## src/ilq_pkg.sv

```systemverilog
`default_nettype none

package ilq_pkg;

   // Number of identifier slots; identifiers 0 .. CAPACITY-1 are valid.
   localparam int CAPACITY = 256;
   localparam int SLOT_W   = (CAPACITY > 1) ? $clog2(CAPACITY) : 1;
   // A link is a slot number with one extra bit; the top bit set means nil.
   localparam int LINK_W   = SLOT_W + 1;
   localparam int COUNT_W  = $clog2(CAPACITY + 1);
   localparam int ID_W     = 16;
   localparam int KIND_W   = 2;
   localparam int STATUS_W = 3;

   localparam logic [LINK_W-1:0] NIL_LINK = LINK_W'(1) << SLOT_W;

   typedef logic [SLOT_W-1:0] slot_type;
   typedef logic [LINK_W-1:0] link_type;

   typedef enum logic [KIND_W-1:0] {
      KIND_PUSH   = 2'd0,
      KIND_PEEK   = 2'd1,
      KIND_POP    = 2'd2,
      KIND_REMOVE = 2'd3
   } kind_type;

   typedef enum logic [STATUS_W-1:0] {
      STATUS_OK        = 3'd0,
      STATUS_FULL      = 3'd1,
      STATUS_INVALID   = 3'd2,
      STATUS_DUPLICATE = 3'd3,
      STATUS_EMPTY     = 3'd4,
      STATUS_NOT_FOUND = 3'd5
   } status_type;

   typedef enum logic [2:0] {
      S_IDLE,
      S_CHECK,
      S_PUSH2,
      S_UNLINK,
      S_DONE
   } state_type;

   // Access bundle for the link RAM: one read port, one write port per array.
   typedef struct packed {
      logic     rd_en;
      slot_type rd_addr;
      logic     prev_we;
      slot_type prev_addr;
      link_type prev_data;
      logic     next_we;
      slot_type next_addr;
      link_type next_data;
   } ram_req_type;

   function automatic logic link_ok(input link_type l);
      return !l[LINK_W-1];
   endfunction

   function automatic link_type to_link(input slot_type s);
      return {1'b0, s};
   endfunction

endpackage

`default_nettype wire

```

## src/ilq_link_ram.sv

```systemverilog
`default_nettype none

module ilq_link_ram (
   input  wire                       clock,
   input  ilq_pkg::ram_req_type      ram_req,
   output ilq_pkg::link_type         rd_prev,
   output ilq_pkg::link_type         rd_next
);
   import ilq_pkg::*;

   // Links of a slot are only read while the slot is occupied, so no reset.
   link_type prev_mem [CAPACITY];
   link_type next_mem [CAPACITY];
   link_type rd_prev_ff;
   link_type rd_next_ff;

   always_ff @(posedge clock) begin
      if (ram_req.rd_en) begin
         rd_prev_ff <= prev_mem[ram_req.rd_addr];
         rd_next_ff <= next_mem[ram_req.rd_addr];
      end
      if (ram_req.prev_we) begin
         prev_mem[ram_req.prev_addr] <= ram_req.prev_data;
      end
      if (ram_req.next_we) begin
         next_mem[ram_req.next_addr] <= ram_req.next_data;
      end
   end

   assign rd_prev = rd_prev_ff;
   assign rd_next = rd_next_ff;

endmodule

`default_nettype wire
```

## config.mk

```make
export PLATFORM = sky130hd
export DESIGN_NAME = ilq_link_ram
export DESIGN_NICKNAME = d
export VERILOG_FILES = /design/src/ilq_pkg.sv /design/src/ilq_link_ram.sv
export SDC_FILE = /design/constraint.sdc
export NUM_CORES = 2
export LEC_CHECK = 0
export BUFFER_PORTS_ARGS = -buffer_cell sky130_fd_sc_hd__buf_2
export CORE_MARGIN = 5
export CORE_UTILIZATION = 58
export DETAILED_ROUTE_END_ITERATION = 8
export PLACE_DENSITY_LB_ADDON = 0.3
export SKIP_CTS_REPAIR_TIMING = 1
export SYNTH_ARGS = -nofsm -noshare
export SYNTH_HDL_FRONTEND = slang
export SYNTH_MEMORY_MAX_BITS = 65536
export SYNTH_SLANG_ARGS = --single-unit
```

## constraint.sdc

```tcl
create_clock -name clock -period 3.9 [get_ports clock]
set_clock_uncertainty 0.05 [all_clocks]
set_input_delay 0.585 -clock clock [delete_from_list [all_inputs] [get_ports clock]]
set_output_delay 0.585 -clock clock [all_outputs]
set_load 0.01 [all_outputs]
```

==> results <==
- Counting distinct cell types in the post-synthesis netlist gives 65.
- The routed length on met1 is ~170 mm.
- The I/O pin count is 64.
- The first global-routing pass estimated 687 mm of wire.
- TritonCTS built the clock tree.
- After routing the design area is 204000 um2.
- The dominant cell by count in the synthesized netlist is edfxtp_1.
- Setup repair after global routing left no endpoint under its margin.
- For the worst setup path, the data arrival time is 4050 ps.
- The critical path is of the in -> reg type.
- The wire length per cell after detailed routing is 34.6 um.
- The later pin in the worst-skew pair is clocked with a latency of 1000 ps.
- The analysis attributes to cell leakage a power of 65.2 nW.
- The cell count after synthesis is between 8000 and 9000.
- The remaining max-slew budget at the tightest pin is 9.64%.
- The endpoint of the worst register-to-register path is rd_next[8].
- Detailed routing placed a total of 59.1 mm of wire on met3.
- The combined area of all synthesized cells is 180000 um2.
- The total power consumption of the routed design is 103 mW.
- The worst hold path begins at ram_req[7].
- Summing over every cut layer, the via total after detailed routing is between 90000 and 100k.
- The clock network power share is 41.4%.
- Entering global routing, the biggest net connects 160 pins.
- The highest metal layer carrying signal wires in the routed design is met5.
- For this configuration, the core starts out at a cell density of between 50 and 60%.
- Synthesis inferred 4626 register bits.
- The die is approximately 570 um wide.
- Counting cells, the worst reg-to-reg path comes to 5.
- The count of final setup violators is 0.
- The required time of the worst setup path is 4480 ps.
- In this run, synthesis inferred about 4600 flip-flops with an integrated enable.
- Yosys printed 0 warnings.
- The deepest clock path buffer count is 4.
- Clock tree synthesis selected as its root buffer the cell clkbuf_16.
- Ranked by total cell area, the synthesized netlist is headed by edfxtp_1 77%, mux4_2 12%, mux2i_1 2.8%, nor2_1 1.3%, o221ai_1 0.88%.
- The core region is 309000 um2.
- The total clock sinks is 4626.
- The number of core rows is ~200.
- The sum of routed wire length over all layers is 483 mm.
- STA classifies the critical path startpoint as an input port.
- In the routed design, unresolved DRC markers number 0.
- The worst register-to-register path begins at next_mem[55][8].
- The tool flagged a number of max-cap violations equal to 0.
- In the synthesized netlist the dominant register cell turns out to be edfxtp_1.
- The detailed placer's ending HPWL is between 300 and 400 mm.
- The aggregate global-route resource usage is between 20% and 30%.
- The clock-pin slew reported for the worst setup and hold paths after clock tree synthesis is 60 ps.
- The power per cell area is 504 nW/um2.
- Timing analysis after detailed placement gives a worst setup slack of -580 ps.
- The leading area contributor after synthesis is edfxtp_1.
- The maximum resistive drop on vdd is around 0.43 mV.
- The maximum operating frequency is 288 MHz.
- Once detail routing completed, the nets flagged for antenna violations numbered 0.
- The count of final hold-check violations came to 0.
- The number of antenna violations at the first check in global routing is 46.
- Counting flops with an async set or reset pin after synthesis yields a share of 0%.
- The max-slew violation count came to 0.
- The number of CTS-inserted buffers is between 400 and 500.
- Once placement completed, the tool counted placed cells totaling 13100.
- The net switching power figure is 22.0 mW.
- The detailed-routing iteration count for the pre-antenna-repair pass is 7.
- The reg2reg setup slack is 670 ps.
- The share of final-layout standard cells stronger than drive strength 1 is 25.5%.
- The run finished with clean final reports.
- The startpoint of the worst setup timing path is ram_req[36].
- The slew at the pin with the worst max-slew slack is 1350 ps.
- The total congestion overflow after global routing is 0.
- The violation count after the first detailed-routing iteration is 15000.
- The area growth from synthesis to layout is 13.7%.
- The floorplan step defined a die boundary enclosing between 300000 and 400000 um2.
- The internal power of the cells totals 80.9 mW.
- The net count after synthesis is 8650.
- The clock tree synthesis step divided the H-tree into 5 levels.
- The worst setup path is captured at a register.
- In the final design database the tool counted 9455 nets.
- Per report_power, the sequential group accounts for 53.4% of the total.
- The post-place instance area is 190000 um2.
- In this run switching power makes up between 20% and 30% of total power.
- The congestion estimate from routability-driven global placement came to 0.958.
- Once layout is complete, the cells apart from fillers number 14000.
- The average vias per placed instance is 6.83.
- The worst hold path belongs to the class in -> reg.
- The smallest setup slack after layout is roughly 430 ps.
- Fill cells in the final layout number 19000.
- The y dimension of the die is 566 um.
- The number of global-route vias before repair came to 93900.
- Averaged over all synthesized cells, the footprint is 20.9 um2.
- The critical path ends at rd_next[1].
- Combinational logic burns 5.2% of the power.
- The number of port buffers is 63.
- The synthesized design devotes to its leading area cell type 77.4% of total area.
- The biggest fanout along the worst timing path is 24.
- The shortest clock period the worst path allows after layout is 3470 ps.
- The worst path uses 89.0% of the clock period.
- The met2 layer wire length in the routed design is 226 mm.
- The register area share after synthesis is around 77%.
- By count the netlist is led by 4626 x edfxtp_1, 923 x mux4_2, 609 x nor2_1.
[registers in the layout, summed over array words and instances, names as in the netlist]
name      cells
next_mem   2304
prev_mem   2304
rd_next       9
rd_prev       9
[layer usage]
| metal | vias to the layer above | GRT usage [%] |
|---|---|---|
| met5 | - | 0 |
| met4 | 18 | 14.3 |
| met3 | 1223 | 7.54 |
| met2 | 7008 | 45.1 |
| met1 | 49300 | 40.9 |
| li1 | 37800 | - |
[power by group through the flow]
stage	Combinational (mW)	Sequential (mW)	Clock, mW
5_1_grt	5.50	54.9	45.2
3_5_place_dp	5.21	56.0	0
2_1_floorplan	2.65	55.9	0
4_1_cts	5.23	54.9	42.9
6_report	5.32	54.9	42.6
3_3_place_gp	5.09	56.0	0
[layout by cell type (no fill, tap or decap), types with 8 or more instances in the layout]
cell type,Yosys,routed
edfxtp_1,4626,4626
mux4_2,923,923
buf_4,68,726
nor2_1,609,604
mux2i_1,508,508
clkbuf_16,0,451
nor3_1,194,193
o221ai_1,181,181
a22oi_1,172,172
a21oi_1,167,167
clkinv_1,0,122
o22ai_1,118,118
buf_12,7,102
nand2_1,89,88
clkbuf_1,260,85
clkinv_2,0,76
o21ai_0,64,64
diode_2,0,63
nor4_1,48,48
bufinv_16,0,46
a221oi_1,45,45
nand3_1,42,42
buf_2,79,40
mux2_2,36,36
a211oi_1,25,25
clkinvlp_4,0,18
clkbuf_8,0,18
and3_1,17,17
nand4_1,16,16
nor2b_1,18,16
o21ai_1,16,16
a211o_1,15,15
a22o_1,14,14
nand2b_1,15,13
or4_1,11,11
o311ai_1,10,10
o32ai_1,8,8
inv_6,0,8
[worst max-delay path: stages]
cell	delay (ps)
buf_12	240
buf_12	200
buf_12	210
buf_12	250
buf_4	240
mux4_2	530
a22oi_1	190
a21oi_1	110
a211o_1	310
nor3_1	950
nor3_1	130
[layout make-up]
type                       count  area (um2)  share of cell area (%)
tap                         4120        5150                    2.52
inverter                       4        25.0                  0.0123
antenna                       63         158                  0.0772
clock inverter               290        2810                    1.38
timing repair buffer         890        7990                    3.91
clock buffer                 536       11600                    5.68
multi-input combinational   3442       37600                    18.4
sequential                  4626      139000                    68.0
[through the flow]
step	util (%)	setup TNS, ps	hold slack, ps
floorplan	-	0	634
global route	66.2	0	113
CTS	66.1	0	-197
global placement	61.4	-2590	866
finish	66.2	0	104
detailed placement	61.4	-2470	864
[logic make-up after synthesis]
group,after synthesis,share of synthesized area (%)
compound gates,877,3.46
buf+inv,536,1.75
flops,4626,77.4
mux,1476,14.7
simple gates,1089,2.70
[worst min-delay path by stage]
stage                       end  slack, ps  depth (start not counted)
6_report       next_mem[129][7]        100                          1
5_1_grt        next_mem[131][7]        110                          1
4_1_cts        next_mem[132][6]       -200                          1
3_5_place_dp   next_mem[132][6]        860                          1
3_3_place_gp   next_mem[132][6]        870                          1
2_1_floorplan    next_mem[0][0]        630                          0
(Power assumes the default switching activity.)
